File: config.mk
export PLATFORM = sky130hd
export DESIGN_NAME = bbcd_queue
export DESIGN_NICKNAME = d
export VERILOG_FILES = /design/src/hw/rtl/bbcd_pkg.sv /design/src/hw/rtl/bbcd_queue.sv
export SDC_FILE = /design/constraint.sdc
export NUM_CORES = 1
export LEC_CHECK = 0
export ABC_CLOCK_PERIOD_IN_PS = 1800
export BUFFER_PORTS_ARGS = -buffer_cell sky130_fd_sc_hd__buf_2
export CAP_MARGIN = 25
export CELL_PAD_IN_SITES_DETAIL_PLACEMENT = 0
export CELL_PAD_IN_SITES_GLOBAL_PLACEMENT = 1
export CORE_UTILIZATION = 38
export CTS_CLUSTER_DIAMETER = 50
export DETAILED_ROUTE_END_ITERATION = 7
export MAX_ROUTING_LAYER = met4
export PLACE_DENSITY_LB_ADDON = 0.1
export SKIP_LAST_GASP = 1
export SLEW_MARGIN = 20
export SYNTH_ARGS = -nofsm -noshare
export SYNTH_HDL_FRONTEND = slang
export SYNTH_SLANG_ARGS = --single-unit
File: constraint.sdc
create_clock -name clk -period 1.8 [get_ports clk]
set_input_delay 0.36 -clock clk [delete_from_list [all_inputs] [get_ports clk]]
set_output_delay 0.36 -clock clk [all_outputs]
set_load 0.005 [all_outputs]
File: src/hw/rtl/bbcd_pkg.sv
// ----------------------------------------------------------------------------
// bbcd_pkg
// Shared types and constants of the binary block count downsampler.
// ----------------------------------------------------------------------------
package bbcd_pkg;

    localparam int MAX_COLS  = 4096;
    localparam int MAX_ROWS  = 4096;
    localparam int MAX_BLOCK = 16;

    localparam int COL_W = $clog2(MAX_COLS);
    localparam int ROW_W = $clog2(MAX_ROWS);
    localparam int BIN_W = $clog2(MAX_BLOCK);
    localparam int BS_W  = $clog2(MAX_BLOCK + 1);

    // field widths of the configuration registers and data
    localparam int THR_W   = 9;
    localparam int DIM_W   = 13;
    localparam int CFG_W   = 13;
    localparam int CNT_W   = 9;
    localparam int CELL_W  = 16;
    localparam int IDATA_W = 16;
    localparam int ODATA_W = 8;

    localparam logic [CNT_W-1:0] CNT_MAX = '1;

    // register indexes
    localparam logic [1:0] REG_BLOCK_SIZE = 2'd0;
    localparam logic [1:0] REG_THRESHOLD  = 2'd1;
    localparam logic [1:0] REG_COLS       = 2'd2;
    localparam logic [1:0] REG_ROWS       = 2'd3;

    // reset values
    localparam int RST_BLOCK_SIZE = 2;
    localparam int RST_THRESHOLD  = 1;
    localparam int RST_COLS       = 4096;
    localparam int RST_ROWS       = 4096;

    localparam int Q_DEPTH = 2;
    localparam int QPTR_W  = $clog2(Q_DEPTH);
    localparam int QCNT_W  = $clog2(Q_DEPTH + 1);

    // one counted cell handed from front to back
    typedef struct packed {
        logic [COL_W-1:0] idx;
        logic             is_one;
        logic             first;
        logic             eob;
        logic             last;
    } item_t;

endpackage

File: src/hw/rtl/bbcd_queue.sv
// ----------------------------------------------------------------------------
// bbcd_queue
// Short FIFO of classified cells between the front and the counter back end.
// ----------------------------------------------------------------------------
module bbcd_queue
(
    input  logic            clk,
    input  logic            rst_n,
    input  logic            push,
    input  bbcd_pkg::item_t push_item,
    output logic            ready,
    input  logic            pop,
    output logic            head_valid,
    output bbcd_pkg::item_t head_item
);

    bbcd_pkg::item_t                  slot_reg [bbcd_pkg::Q_DEPTH];
    logic [bbcd_pkg::QPTR_W-1:0]      wptr_reg;
    logic [bbcd_pkg::QPTR_W-1:0]      rptr_reg;
    logic [bbcd_pkg::QCNT_W-1:0]      count_reg;
    logic                             do_push;
    logic                             do_pop;

    assign ready      = (count_reg != bbcd_pkg::QCNT_W'(bbcd_pkg::Q_DEPTH));
    assign head_valid = (count_reg != '0);
    assign head_item  = slot_reg[rptr_reg];
    assign do_push    = push && ready;
    assign do_pop     = pop && head_valid;

    always_ff @(posedge clk)
    begin
        if (do_push)
            slot_reg[wptr_reg] <= push_item;
    end

    always_ff @(posedge clk or negedge rst_n)
    begin
        if (!rst_n)
        begin
            wptr_reg  <= '0;
            rptr_reg  <= '0;
            count_reg <= '0;
        end
        else
        begin
            if (do_push)
                wptr_reg <= (32'(wptr_reg) == bbcd_pkg::Q_DEPTH - 1) ? '0 : wptr_reg + 1'b1;
            if (do_pop)
                rptr_reg <= (32'(rptr_reg) == bbcd_pkg::Q_DEPTH - 1) ? '0 : rptr_reg + 1'b1;
            if (do_push && !do_pop)
                count_reg <= count_reg + 1'b1;
            else if (do_pop && !do_push)
                count_reg <= count_reg - 1'b1;
        end
    end

endmodule

# Word level (Yosys, flattened, before mapping)
# Memories as Yosys holds them, arrays and structs flattened.
# Index checks and enable logic that the tools add are counted.
[op_classes] mux=6 n_eq_ne=1 n_reduce_logical=8 n_addsub=4
[ops] op="$logic_and 1x1->1" count=4
[ops] op="$mux 1" count=4
[ops] op="$mux 2" count=2
[ops] op="$reduce_bool 2->1" count=2
[ops] op="$add 1x1->1 const B" count=2
[ops] op="$add 2x1->2 const B" count=1
[ops] op="$logic_not 1->1" count=2
[ops] op="$ne 2x2->1 const B" count=1
[ops] op="$sub 2x1->2 const B" count=1
[totals] output_inout_bits=18 inputBits=20 ff_bits=4 ram_bits=32 memories=1 word_cells=23
[mem_list] memory="slot_reg" depth=2 width=16 rd=1 rd_clocked_by_memory_dff=0 wr=1 line_no="bbcd_queue.sv:17" text="bbcd_pkg::item_t slot_reg [bbcd_pkg::Q_DEPTH];"

# Depth between registers and ports, before layout
[depth] word_depth=6 depth_mapped=7

# Worst setup path after synthesis
# OpenSTA, ideal clock, no wires.
[synth_path] kind="flip-flop to flip-flop" startpoint="register count_reg[0] (netlist name)" endpoint="memory slot_reg[0][0] (netlist name) (enable)" setup_ns=0.388 slack_ns=0.068 synth_period_minus_slack_ns=1.732 t_arrival_ns=1.343 path_stages_with_launch=4 path_buffers=0 path_cell_list="dfrtp_1 > nand2b_1 > nand2_1 > nor2_1"
[synth_via] elab_chain_cells=4
[synth_lines] item="from (decl)" line_no="bbcd_queue.sv:20" text="logic [bbcd_pkg::QCNT_W-1:0] count_reg;"
[synth_lines] item="from (signal assigned)" line_no="bbcd_queue.sv:51" text="count_reg <= count_reg + 1'b1;"
[synth_lines] item="from (signal assigned)" line_no="bbcd_queue.sv:53" text="count_reg <= count_reg - 1'b1;"
[synth_lines] item="$ne 2x2->1" line_no="bbcd_queue.sv:24" text="assign ready = (count_reg != bbcd_pkg::QCNT_W'(bbcd_pkg::Q_DEPTH));"
[synth_lines] item="net ready" line_no="bbcd_queue.sv:11" text="output logic ready,"
[synth_lines] item="$logic_and 1x1->1" line_no="bbcd_queue.sv:27" text="assign do_push = push && ready;"
[synth_lines] item="$mux 1" line_no="bbcd_queue.sv:32" text="if (do_push)"
[synth_lines] item="$mux 1 (not written as such)" line_no="bbcd_queue.sv:33" text="slot_reg[wptr_reg] <= push_item;"
[synth_lines] item="to (decl)" line_no="bbcd_queue.sv:17"
# The timed path passes the listed nets, and every way through them passes these cells.

==> results.md <==
* CP startpoint kind: register
* DRT Pass-1 Iters at 2
* Critical path buffers and inverters at 2
* Placed cells at 152
* # DRC at 0
* Worst min path class: in -> reg
* Worst Max-Slew Pin Slew at 0.222 ns
* Ys Warns at 0
* LEAKAGE at 0.705 nW
* Maximum vdd drop at 786 uV
* Min cycle time layout at 1.72 ns
* Number of synthesized flops with an enable pin at 32
* Max-cap violations at 0
* Diodes inserted at 0
* Fin. max-slew vios at 0
* Area Overhead vs Synth at 23.8%
* Layout Nets at 135
* DP HPWL at 1390 um
* Tot Pwr at 2.64 mW
* Utilization after layout at 0.505
* Async set or reset register ratio after synthesis at 0.111
* Via count at 709
* Num CTS Buffers at 5
* DP Area at 1650 um^2
* Setup slack after layout at 0.0808 ns
* Die area at 3940 um^2
* IO Pins at 38
* Status: completed
* Largest cells by area after synthesis: edfxtp_1, mux2_4, dfrtp_1
* Setup violators final at 0
* Routability cong. at 0.627
* Clk root buf: clkbuf_8
* Vias in the first global route at 762
* Starting Density at 0.407
* CTS max path bufs at 2
* DIE HEIGHT at 62.8 um
* Setup CP Type: reg -> out
* Synth top area share at 0.685
* Netlist cell types at 16
* RSZ-0062 raised after global routing: no
* Routed Antenna Nets at 0
* GR Overflow Total at 0
* Worst clock skew at 0.00501 ns
* Synthesized area at 1400 um^2
* Iter 0 DRT Violations at 11
* Port bufs at 37
* Max_slew headroom at 0.852
* Share of layout cells above drive strength 1 at 0.553
* First-pass GRT wire length at 3520 um
* Fin cells at 160
* Cells after Synth at 68
* Max reg flops at 32
* Gr usage total at 0.129
* Syn_nets at 89
* Routed WL at 2010 um
* Critical Path Sink Type: output port
* Sink Count at 36
* PD cells at 1520 nW/um^2
* Critical Path, Cell by Cell: buf_12 > mux2_2 > buf_2
* Top FF cell, synth: edfxtp_1
* Largest net degree at the start of global routing at 17
* Seq cells post-synth at 36
* Setup Fix Bufs, Post-CTS at 0
* Max Fclk at 582 MHz
* Filler cell count in the final layout at 299
* FP Rows at 21
* Initial antenna violation count at 0
* Cell area after layout at 1740 um^2
* Routed wire per std cell at 12.6 um
* Largest stage delay, worst path at 0.41 ns
* Vias per inst at 4.43
* Crit path max-delay family: flip-flops
* Resized Gates After CTS at 0
* Clock transition at path regs at 0.07 ns
* H-tree Lvls at 2
* Final hold violation count at 0
* CTS Hold Bufs at 1
* Footprint of the multi-input gates at 307 um^2
* Post-synth top area cell: edfxtp_1
* Final period util at 0.955
* Clock Latency Late Sink at 0.28 ns
* Slowest-stage cell, CP: dfrtp_1
* Core Area at 3440 um^2
* CTS tree: yes
* Most common cell in the synthesized netlist: edfxtp_1
* CP arrival at 1.36 ns
* Worst Hold Margin at 0.263 ns
* Worst-path fanout max at 16
* Register area share after synthesis at 0.756
* Pre-CTS WS at 0.319 ns
* Sequential cell area at 1060 um^2
* Die Wd at 62.8 um
* Syn_area_per_cell at 20.6 um^2
* Setup TNS at 0 ns
* Top cells by count, synth: edfxtp_1, mux2_4, mux2_2
* Req. time, crit path at 1.44 ns
-- cells by family (layout without fill, tap and decap cells) --
family / Yosys count / in the layout / share of synthesized area
buffers and inverters: 3 / 49 / 0.0250
XOR/XNOR: 5 / 5 / 0.0312
adder cells (fa/ha/maj): 1 / 1 / 0.00892
AND/OR/NAND/NOR: 7 / 7 / 0.0259
multiplexers: 16 / 16 / 0.153
flip-flops: 36 / 36 / 0.756
-- power breakdown --
part           leakage, nW  switching (mW)  internal [mW]
clock network       0.0410           0.252          0.262
registers            0.344          0.0806           1.16
logic                0.320           0.385          0.503
-- routing by layer --
layer / part of all wire / routed length [um] / track usage / vias to the layer above
met5: 0 / 0 / - / -
met4: 0.022 / 44 / 0.0610 / 0
met3: 0.062 / 124 / 0.0620 / 4
met2: 0.51 / 1020 / 0.197 / 24
met1: 0.41 / 817 / 0.142 / 337
li1: - / - / - / 344
-- path summary, 6_finish.rpt --
path | from | to | slack, ns | depth (start not counted)
setup / recovery | rptr_reg | head_item[3] | 0.08 | 3
hold / removal | push_item[2] | slot_reg[1][2] | 0.26 | 1
setup reg to reg | count_reg[0] | count_reg[1] | 0.33 | 6
hold reg to reg | wptr_reg | wptr_reg | 0.49 | 1
max in group asynchronous | rst_n | count_reg[1] | 1.27 | 2
min in group asynchronous | rst_n | wptr_reg | 0.41 | 2
-- worst register-to-register path: stages (launching register included) --
cell and delay [ns]:
dfrtp_1 0.42, nand2b_1 0.19, nand2_1 0.13, inv_1 0.06, ha_1 0.32, nor2_1 0.14, xor2_1 0.14
-- layout make-up --
cell class | instances | share of cell area
well taps | 46 | 0.0331
repair buffers | 41 | 0.133
clock inverters | 1 | 0.00288
inverters | 1 | 0.00216
flip-flops and latches | 36 | 0.611
clock buffers | 6 | 0.0418
multi-input cells | 29 | 0.177
-- placed cells by master, fill, tap and decap left out, types with 2 or more instances in the layout --
cell type	instances
xnor2_1	3
buf_4	2
mux2_4	9
nor2_1	2
xor2_1	2
dfrtp_1	4
buf_2	37
clkbuf_8	5
edfxtp_1	32
mux2_2	7
Power figures use the tool's default switching activity.
