## src/hw/rtl/bbcd_pkg.sv

```systemverilog
// ----------------------------------------------------------------------------
// bbcd_pkg
// Shared types and constants of the binary block count downsampler.
// ----------------------------------------------------------------------------
package bbcd_pkg;

    localparam int MAX_COLS  = 4096;
    localparam int MAX_ROWS  = 4096;
    localparam int MAX_BLOCK = 16;

    localparam int COL_W = $clog2(MAX_COLS);
    localparam int ROW_W = $clog2(MAX_ROWS);
    localparam int BIN_W = $clog2(MAX_BLOCK);
    localparam int BS_W  = $clog2(MAX_BLOCK + 1);

    // field widths of the configuration registers and data
    localparam int THR_W   = 9;
    localparam int DIM_W   = 13;
    localparam int CFG_W   = 13;
    localparam int CNT_W   = 9;
    localparam int CELL_W  = 16;
    localparam int IDATA_W = 16;
    localparam int ODATA_W = 8;

    localparam logic [CNT_W-1:0] CNT_MAX = '1;

    // register indexes
    localparam logic [1:0] REG_BLOCK_SIZE = 2'd0;
    localparam logic [1:0] REG_THRESHOLD  = 2'd1;
    localparam logic [1:0] REG_COLS       = 2'd2;
    localparam logic [1:0] REG_ROWS       = 2'd3;

    // reset values
    localparam int RST_BLOCK_SIZE = 2;
    localparam int RST_THRESHOLD  = 1;
    localparam int RST_COLS       = 4096;
    localparam int RST_ROWS       = 4096;

    localparam int Q_DEPTH = 2;
    localparam int QPTR_W  = $clog2(Q_DEPTH);
    localparam int QCNT_W  = $clog2(Q_DEPTH + 1);

    // one counted cell handed from front to back
    typedef struct packed {
        logic [COL_W-1:0] idx;
        logic             is_one;
        logic             first;
        logic             eob;
        logic             last;
    } item_t;

endpackage

```

## src/hw/rtl/bbcd_front.sv

```systemverilog
// ----------------------------------------------------------------------------
// bbcd_front
// Configuration registers and raster position tracking; classifies each cell.
// ----------------------------------------------------------------------------
module bbcd_front
(
    input  logic                              clk,
    input  logic                              rst_n,
    input  logic                              cfg_wr_en,
    input  logic [1:0]                        cfg_addr,
    input  logic [bbcd_pkg::CFG_W-1:0]        cfg_wr_data,
    input  logic                              in_valid,
    input  logic [bbcd_pkg::CELL_W-1:0]       cell_value,
    input  logic                              q_ready,
    output logic                              push,
    output bbcd_pkg::item_t                   item,
    output logic [bbcd_pkg::THR_W-1:0]        threshold
);

    localparam int CW = bbcd_pkg::COL_W + 2;
    localparam int RW = bbcd_pkg::ROW_W + 2;

    logic [bbcd_pkg::BS_W-1:0]    bsize_reg;
    logic [bbcd_pkg::THR_W-1:0]   thr_reg;
    logic [bbcd_pkg::COL_W:0]     cols_reg;
    logic [bbcd_pkg::ROW_W:0]     rows_reg;

    logic [bbcd_pkg::COL_W-1:0]   cell_col_reg, cell_col_next;
    logic [bbcd_pkg::ROW_W-1:0]   cell_row_reg, cell_row_next;
    logic [bbcd_pkg::BIN_W-1:0]   cib_reg, cib_next;
    logic [bbcd_pkg::BIN_W-1:0]   rib_reg, rib_next;
    logic [bbcd_pkg::COL_W-1:0]   block_col_reg, block_col_next;
    logic [bbcd_pkg::COL_W-1:0]   col_start_reg, col_start_next;
    logic [bbcd_pkg::ROW_W-1:0]   row_start_reg, row_start_next;

    logic [bbcd_pkg::BS_W-1:0]    bs_raw;
    logic [bbcd_pkg::DIM_W-1:0]   dim_raw;
    logic                         accept;
    logic                         in_block;
    logic                         col_end;
    logic                         row_end;
    logic                         cib_wrap;
    logic                         rib_wrap;

    assign accept  = in_valid && q_ready;
    assign bs_raw  = cfg_wr_data[bbcd_pkg::BS_W-1:0];
    assign dim_raw = cfg_wr_data[bbcd_pkg::DIM_W-1:0];

    // a block counts only when it fits whole inside the raster
    assign in_block = (CW'(col_start_reg) + CW'(bsize_reg) <= CW'(cols_reg))
                   && (RW'(row_start_reg) + RW'(bsize_reg) <= RW'(rows_reg));

    assign item.idx    = block_col_reg;
    assign item.is_one = (cell_value == bbcd_pkg::CELL_W'(1));
    assign item.first  = (cib_reg == '0) && (rib_reg == '0);
    assign item.eob    = (bbcd_pkg::BS_W'(cib_reg) == bsize_reg - 1'b1)
                      && (bbcd_pkg::BS_W'(rib_reg) == bsize_reg - 1'b1);
    // no further whole block to the right nor below
    assign item.last   = (CW'(col_start_reg) + (CW'(bsize_reg) << 1) > CW'(cols_reg))
                      && (RW'(row_start_reg) + (RW'(bsize_reg) << 1) > RW'(rows_reg));

    assign push      = accept && in_block;
    assign threshold = thr_reg;

    assign col_end  = (CW'(cell_col_reg) + CW'(1) >= CW'(cols_reg));
    assign row_end  = (RW'(cell_row_reg) + RW'(1) >= RW'(rows_reg));
    assign cib_wrap = (bbcd_pkg::BS_W'(cib_reg) + 1'b1 >= bsize_reg);
    assign rib_wrap = (bbcd_pkg::BS_W'(rib_reg) + 1'b1 >= bsize_reg);

    always_comb
    begin
        cell_col_next  = cell_col_reg;
        cell_row_next  = cell_row_reg;
        cib_next       = cib_reg;
        rib_next       = rib_reg;
        block_col_next = block_col_reg;
        col_start_next = col_start_reg;
        row_start_next = row_start_reg;
        if (col_end)
        begin
            cell_col_next  = '0;
            cib_next       = '0;
            block_col_next = '0;
            col_start_next = '0;
            if (row_end)
            begin
                cell_row_next  = '0;
                rib_next       = '0;
                row_start_next = '0;
            end
            else
            begin
                cell_row_next = cell_row_reg + 1'b1;
                if (rib_wrap)
                begin
                    rib_next       = '0;
                    row_start_next = cell_row_reg + 1'b1;
                end
                else
                begin
                    rib_next = rib_reg + 1'b1;
                end
            end
        end
        else
        begin
            cell_col_next = cell_col_reg + 1'b1;
            if (cib_wrap)
            begin
                cib_next       = '0;
                block_col_next = block_col_reg + 1'b1;
                col_start_next = cell_col_reg + 1'b1;
            end
            else
            begin
                cib_next = cib_reg + 1'b1;
            end
        end
    end

    always_ff @(posedge clk or negedge rst_n)
    begin
        if (!rst_n)
        begin
            bsize_reg     <= bbcd_pkg::BS_W'(bbcd_pkg::RST_BLOCK_SIZE);
            thr_reg       <= bbcd_pkg::THR_W'(bbcd_pkg::RST_THRESHOLD);
            cols_reg      <= (bbcd_pkg::COL_W + 1)'(bbcd_pkg::RST_COLS);
            rows_reg      <= (bbcd_pkg::ROW_W + 1)'(bbcd_pkg::RST_ROWS);
            cell_col_reg  <= '0;
            cell_row_reg  <= '0;
            cib_reg       <= '0;
            rib_reg       <= '0;
            block_col_reg <= '0;
            col_start_reg <= '0;
            row_start_reg <= '0;
        end
        else if (cfg_wr_en)
        begin
            case (cfg_addr)
                bbcd_pkg::REG_BLOCK_SIZE:
                begin
                    if (bs_raw == '0)
                        bsize_reg <= bbcd_pkg::BS_W'(1);
                    else if (32'(bs_raw) > bbcd_pkg::MAX_BLOCK)
                        bsize_reg <= bbcd_pkg::BS_W'(bbcd_pkg::MAX_BLOCK);
                    else
                        bsize_reg <= bs_raw;
                end
                bbcd_pkg::REG_THRESHOLD:
                    thr_reg <= cfg_wr_data[bbcd_pkg::THR_W-1:0];
                bbcd_pkg::REG_COLS:
                begin
                    if (dim_raw == '0)
                        cols_reg <= (bbcd_pkg::COL_W + 1)'(1);
                    else if (32'(dim_raw) > bbcd_pkg::MAX_COLS)
                        cols_reg <= (bbcd_pkg::COL_W + 1)'(bbcd_pkg::MAX_COLS);
                    else
                        cols_reg <= (bbcd_pkg::COL_W + 1)'(dim_raw);
                end
                bbcd_pkg::REG_ROWS:
                begin
                    if (dim_raw == '0)
                        rows_reg <= (bbcd_pkg::ROW_W + 1)'(1);
                    else if (32'(dim_raw) > bbcd_pkg::MAX_ROWS)
                        rows_reg <= (bbcd_pkg::ROW_W + 1)'(bbcd_pkg::MAX_ROWS);
                    else
                        rows_reg <= (bbcd_pkg::ROW_W + 1)'(dim_raw);
                end
                default:
                    thr_reg <= thr_reg;
            endcase
            // any write restarts the frame
            cell_col_reg  <= '0;
            cell_row_reg  <= '0;
            cib_reg       <= '0;
            rib_reg       <= '0;
            block_col_reg <= '0;
            col_start_reg <= '0;
            row_start_reg <= '0;
        end
        else if (accept)
        begin
            cell_col_reg  <= cell_col_next;
            cell_row_reg  <= cell_row_next;
            cib_reg       <= cib_next;
            rib_reg       <= rib_next;
            block_col_reg <= block_col_next;
            col_start_reg <= col_start_next;
            row_start_reg <= row_start_next;
        end
    end

endmodule

```

## config.mk

```make
export PLATFORM = sky130hd
export DESIGN_NAME = bbcd_front
export DESIGN_NICKNAME = d
export VERILOG_FILES = /design/src/hw/rtl/bbcd_pkg.sv /design/src/hw/rtl/bbcd_front.sv
export SDC_FILE = /design/constraint.sdc
export NUM_CORES = 1
export LEC_CHECK = 0
export BUFFER_PORTS_ARGS = -buffer_cell sky130_fd_sc_hd__buf_2
export CAP_MARGIN = 0
export CORE_MARGIN = 2
export CORE_UTILIZATION = 38
export DETAILED_ROUTE_END_ITERATION = 16
export MAX_ROUTING_LAYER = met4
export PLACE_DENSITY_LB_ADDON = 0.3
export SETUP_SLACK_MARGIN = 0.3
export SLEW_MARGIN = 30
export SYNTH_ARGS = -nofsm -noshare
export SYNTH_HDL_FRONTEND = slang
export SYNTH_SLANG_ARGS = --single-unit
```

## constraint.sdc

```tcl
create_clock -name clk -period 4.2 [get_ports clk]
set_input_delay 0 -clock clk [delete_from_list [all_inputs] [get_ports clk]]
set_output_delay 0 -clock clk [all_outputs]
set_load 0.01 [all_outputs]
```

======== Word-level counts from Yosys, hierarchy flattened ========
Cells that the tools add are included.
storage, ports and cells
  register bits ........................... 108
  latch bits .............................. 0
  bits in writable memories ............... 0
  ROM bits ................................ 0
  input port bits ......................... 36
  output and inout port bits .............. 26
  logic and storage cells ................. 96
  memories kept ........................... 0
cells by class
  add/subtract/negate cells ............... 14
  $mul .................................... 0
  divide/modulo/power cells ............... 0
  magnitude comparators ................... 10
  equality and inequality tests ........... 6
  shift-type cells ........................ 0
  mux-type cells .......................... 33
  bitwise operators ....................... 0
  reductions and logical operators ........ 22
operators with widths
  cell                                                    count
  2-to-1 mux 12 bit                                       20
  adder 12 x 1 -> 12 bit (second input constant)          3
  2-to-1 mux 4 bit                                        9
  adder 12 x 1 -> 13 bit (second input constant)          2
  adder 12 x 5 -> 13 bit                                  2
  adder 12 x 6 -> 13 bit                                  2
  >= comparator 13 bit                                    2
  greater-than comparator 13 bit                          2
  less-or-equal comparator 13 bit                         2
  2-to-1 mux 13 bit                                       2
  == test 16 x 1 -> 1 bit (second input constant)         1
  greater-than comparator 13 bit (second input constant)  1
  zero test 13 bit                                        1
  AND reduction 2 bit                                     6
  adder 4 x 1 -> 5 bit (second input constant)            2
  == test 4 x 5 -> 1 bit                                  2
  >= comparator 5 bit                                     2
  2-to-1 mux 5 bit                                        2
  adder 4 x 1 -> 4 bit (second input constant)            2
  zero test 4 bit                                         2
  logical AND 1 bit                                       6
  nonzero test 3 bit                                      2
  greater-than comparator 5 bit (second input constant)   1
  zero test 5 bit                                         1
  6 further kinds                                         8

======== Depth between registers and ports, before layout ========
  depth after elaboration ................. 7
  depth in mapped cells ................... 16
  mapped depth without buffers ............ 16

======== Least setup slack after synthesis ========
OpenSTA, ideal clock, no wires.
  path kind ............................... reg-to-output
  from .................................... register bsize_reg[1] (netlist name)
  to ...................................... output push
  arrival time ............................ 3177 ps
  setup slack ............................. 1023 ps
  stages on the path, launching flop included .. 16
  cell sequence ........................... dfstp_2 > inv_1 > fa_1 > nor2b_1 > o21ai_0 > a21boi_0 > o21ai_0 > nor2_1 > xor2_1 > ha_1 > nand2_1 > nor2_1 > a211oi_1 > o21ai_0 > o31ai_1 > and4_1
between the ends
  longest elaborated chain between the ends .. 4
  elaborated cells on any way between the ends .. 6
  those cells by class .................... add/sub (2); order compare (2); reduce/logical (2)
RTL lines
  item                                                       line                                RTL
  start, declared                                            bbcd_front.sv:23                    logic [bbcd_pkg::BS_W-1:0] bsize_reg;
  start signal, assigned                                     bbcd_front.sv:125                   bsize_reg <= bbcd_pkg::BS_W'(bbcd_pkg::RST_BLOCK_SIZE);
  start signal, assigned                                     bbcd_front.sv:143                   bsize_reg <= bbcd_pkg::BS_W'(1);
  start signal, assigned                                     bbcd_front.sv:145                   bsize_reg <= bbcd_pkg::BS_W'(bbcd_pkg::MAX_BLOCK);
  adder 12 x 5 -> 13 bit, on equally long branches           bbcd_front.sv:50, bbcd_front.sv:51
  less-or-equal comparator 13 bit, on equally long branches  bbcd_front.sv:50, bbcd_front.sv:51
  logical AND 1 bit (*)                                      bbcd_front.sv:51                    && (RW'(row_start_reg) + RW'(bsize_reg) <= RW'(rows_reg));
  logical AND 1 bit (*)                                      bbcd_front.sv:62                    assign push = accept && in_block;
  end, declared                                              bbcd_front.sv:15                    output logic push,
Mark *: on every way between the ends. The rest lies on a longest branch, timed or not.

======== Worst setup path after layout ========
  from .................................... register bsize_reg[0] (netlist name)
  to ...................................... output push
Same word-level chain as after synthesis.

==> impl_metrics.py <==
metrics = {
    "clocking": {
        "clkLatencyLatePin_ns": 0.37,
        "cts-root-buf": "clkbuf_16",
        "cts_max_path_buffers": 2,
        "clkTransAtPathRegs_ns": 0.08,
        "cts_tree": "done",
        "htreeDepth": 3,
        "clkSinkCount": 108,
        "cts_buffers": 9,
    },
    "cells_and_area": {
        "syn2layout_area_growth_pct": 15.6,
        "drive_above_1_share": 0.180,
        "multi_input_area_sq_mm": 0.00515,
        "diodes": 0,
        "fillers": 2024,
        "nNetsFinal": 1121,
        "finalNonFillerCells": 1245,
        "seqCellArea_sq_mm": 0.00271,
    },
    "global_routing": {
        "grt_max_degree": 48,
        "grt_usage": 0.187,
        "gr-total-overflow": 0,
        "antenna_found_initial": 0,
        "first_global_vias": 6433,
        "grt_pass1_wl_um": 32700,
    },
    "floorplanning": {
        "ios": 62,
        "core-area_sq_mm": 0.0210,
        "die_x_um": 151,
        "num_rows": 53,
        "dieArea_sq_mm": 0.0227,
        "start_util": 0.388,
        "die_h_um": 151,
    },
    "critical_path": {
        "path_cells": "buf_12, ha_1, inv_2, fa_2, nor2b_2, o21ai_2, a21boi_2, buf_4, buf_4, buf_4, buf_4, buf_4, buf_4, nor2_1, ha_1, a21oi_2, a21boi_1, o31ai_2, and4_1, buf_2",
        "crit_path_end_kind": "primary output",
        "worst-path-max-fanout": 5,
        "cp.arrival_ns": 3.76,
        "critical_path_required_ns": 4.20,
        "crit_slowest_cell": "dfrtp_2",
        "cp-start-kind": "register",
        "crit_buf_inv": 9,
        "path_class": "reg2out",
        "critical_path.max_stage_delay_ns": 0.46,
        "cp_top_family": "buffers and inverters",
        "crit_top_cell": "buf_4",
    },
    "yosys": {
        "syn_inst": 886,
        "synth-edff-count": 0,
        "syn-cell-area_sq_mm": 0.00816,
        "synthDistinctLibCells": 58,
        "avgSynthCellArea_sq_um": 9.21,
        "async_flop_share": 1.00,
        "yosys.area.top_type": "dfrtp_1",
        "ys_ff_latch": 108,
        "synth_top_area_share": 0.319,
        "seq_area_frac_synth": 0.332,
        "ys.flop_type": "dfrtp_1",
        "yosysWarnings": 0,
        "synthesis.nets": 1042,
        "synthTopCellsByArea": "dfrtp_1 32%, ha_1 18%, xnor2_1 4.1%",
    },
    "sta": {
        "worst_slew_pin_slew_ns": 0.817,
        "slew_viol_final": 0,
        "rsz0062_at_grt": "yes",
        "clock.fmax_mhz": 266,
        "min_period_ns": 3.76,
        "relSlewSlack": 0.454,
        "hold_viol": 0,
        "min_period_over_period": 0.896,
        "tns_ns": 0,
        "fin_skew_ns": 0.0136,
        "layout_setup_ws_ns": 0.437,
        "finalSetupViolations": 0,
    },
    "place": {
        "dpl.hpwl_um": 14700,
        "place.gp.congestion": 0.823,
        "io_buffer_count": 61,
        "dp_slack_ns": 0.361,
        "placed_cells": 1202,
    },
    "routing": {
        "drc": 0,
        "wl_per_cell_um": 15.7,
        "viasPerCell": 5.30,
        "drt-total-wl_um": 19500,
        "first_iter_violations": 325,
        "antenna_left": 0,
        "dr.pass1.iters": 4,
        "vias": 6604,
    },
    "min_path": {
        "hold_class": "in2reg",
    },
    "power_and_ir_drop": {
        "vdd_drop_max_mv": 0.252,
        "cellLeakagePower_nw": 4.67,
        "cellPowerDensity_mw_per_mm2": 410,
    },
    "run": {
        "drv_cap": 0,
    },
    "run_status": {
        "status": "complete, no violations",
    },
}
final cells by class:
type / instances / share of cell area
clock buffers: 9 / 0.0239
flip-flops and latches: 108 / 0.287
well taps: 275 / 0.0365
repair buffers: 100 / 0.0685
clock inverters: 7 / 0.0102
multi-input cells: 678 / 0.546
inverters: 68 / 0.0275
layout by cell type (no fill, tap or decap), drive strengths merged, types with 4 or more instances in the layout:
cell         count
dfstp            4
nand4           20
nor2            45
dfrtp          104
nand2b          17
and3            14
nor2b           12
nor4             6
o21bai           5
nand3           38
buf             87
clkinv           4
a211oi           6
inv             70
a21oi           39
fa               4
nor3            10
or2              4
o21ai           61
o21a             4
o211ai           6
a32o            12
and4             4
nand2           84
o31ai           23
xor2            24
ha             116
xnor2           38
mux2            15
a22o            23
a21o            19
clkbuf           9
dlygate4sd3     13
kinds of logic after synthesis:
group / after synthesis / share of synthesized area
simple gates: 266 / 0.162
compound gates: 215 / 0.182
flops: 108 / 0.332
fa+ha+maj: 120 / 0.188
mux: 15 / 0.0207
buf+inv: 100 / 0.0497
xor+xnor: 62 / 0.0666
worst register-to-register path: stages (launching register included):
cell	delay, ns
dfrtp_1	0.44
and3_1	0.22
and3_1	0.24
nand3_1	0.11
xnor2_1	0.30
ha_1	0.31
a21o_1	0.20
a2111o_1	0.45
a2111oi_4	0.28
nor2_2	0.18
nor2_4	0.45
a32o_2	0.27
metal layers:
layer / up-vias / global-route usage / part of all wire
li1: 3347 / - / -
met4: 0 / 0.0491 / 0.014
met1: 3159 / 0.262 / 0.51
met5: - / - / 0
met2: 84 / 0.286 / 0.45
met3: 14 / 0.0236 / 0.024
stage by stage:
stage           util  hold WS, ns  area, sq um  power [mW]
6_report       0.449       0.0238         9430        3.87
5_1_grt        0.449       0.0320         9430        4.17
4_1_cts        0.441      0.00803         9270        3.84
3_5_place_dp   0.417      0.00596         8760        2.90
3_3_place_gp   0.417      0.00641         8760        2.88
2_1_floorplan      -       -0.296         8160        2.46
power by group:
part,internal [mW],switching (mW)
clock,0.435,0.478
combinational,0.695,0.912
sequential,1.19,0.161
synthesized netlist by cell type (3+ instances only):
library cell and n:
o21ai_1 5, inv_1 68, nor3_1 10, a211oi_1 6, nand3b_1 3, ha_1 116
mux2_2 15, o211ai_1 6, nor2b_1 12, a21o_1 19, o31ai_1 23, a22o_1 23
o21bai_1 4, and4_1 4, buf_2 6, nor4_1 6, fa_1 4, xor2_1 24
nand3_1 38, a32o_2 10, dfrtp_1 104, o21ai_0 55, a21oi_1 39, dfstp_2 4
nand4_1 20, nor2_1 43, nand2b_1 17, a21boi_0 3, xnor2_1 38, o21a_1 4
or2_2 3, and3_1 14, buf_6 3, clkbuf_1 23, nand2_1 84
path summary, 6_finish.rpt:
| check | startpoint | endpoint | slack, ns | cells past startpoint |
|---|---|---|---|---|
| min reg2reg | rows_reg[1] | rows_reg[1] | 0.48 | 2 |
| max | bsize_reg[0] | push | 0.44 | 20 |
| max reg2reg | cell_row_reg[2] | row_start_reg[4] | 0.70 | 11 |
| max in group asynchronous | rst_n | bsize_reg[0] | 3.03 | 3 |
| min in group asynchronous | rst_n | block_col_reg[6] | 0.13 | 2 |
| min | cfg_wr_data[12] | rows_reg[0] | 0.02 | 2 |
timing repair:
item / CTS / global route
setup endpoints to repair: 2 / 2
pin swaps: 5 / 16
hold buffers: 13 / 0
gates resized for setup: 12 / 28
buffers inserted: 6 / 8
endpoints found under the hold margin: 68 / 0
Power figures use the tool's default switching activity.
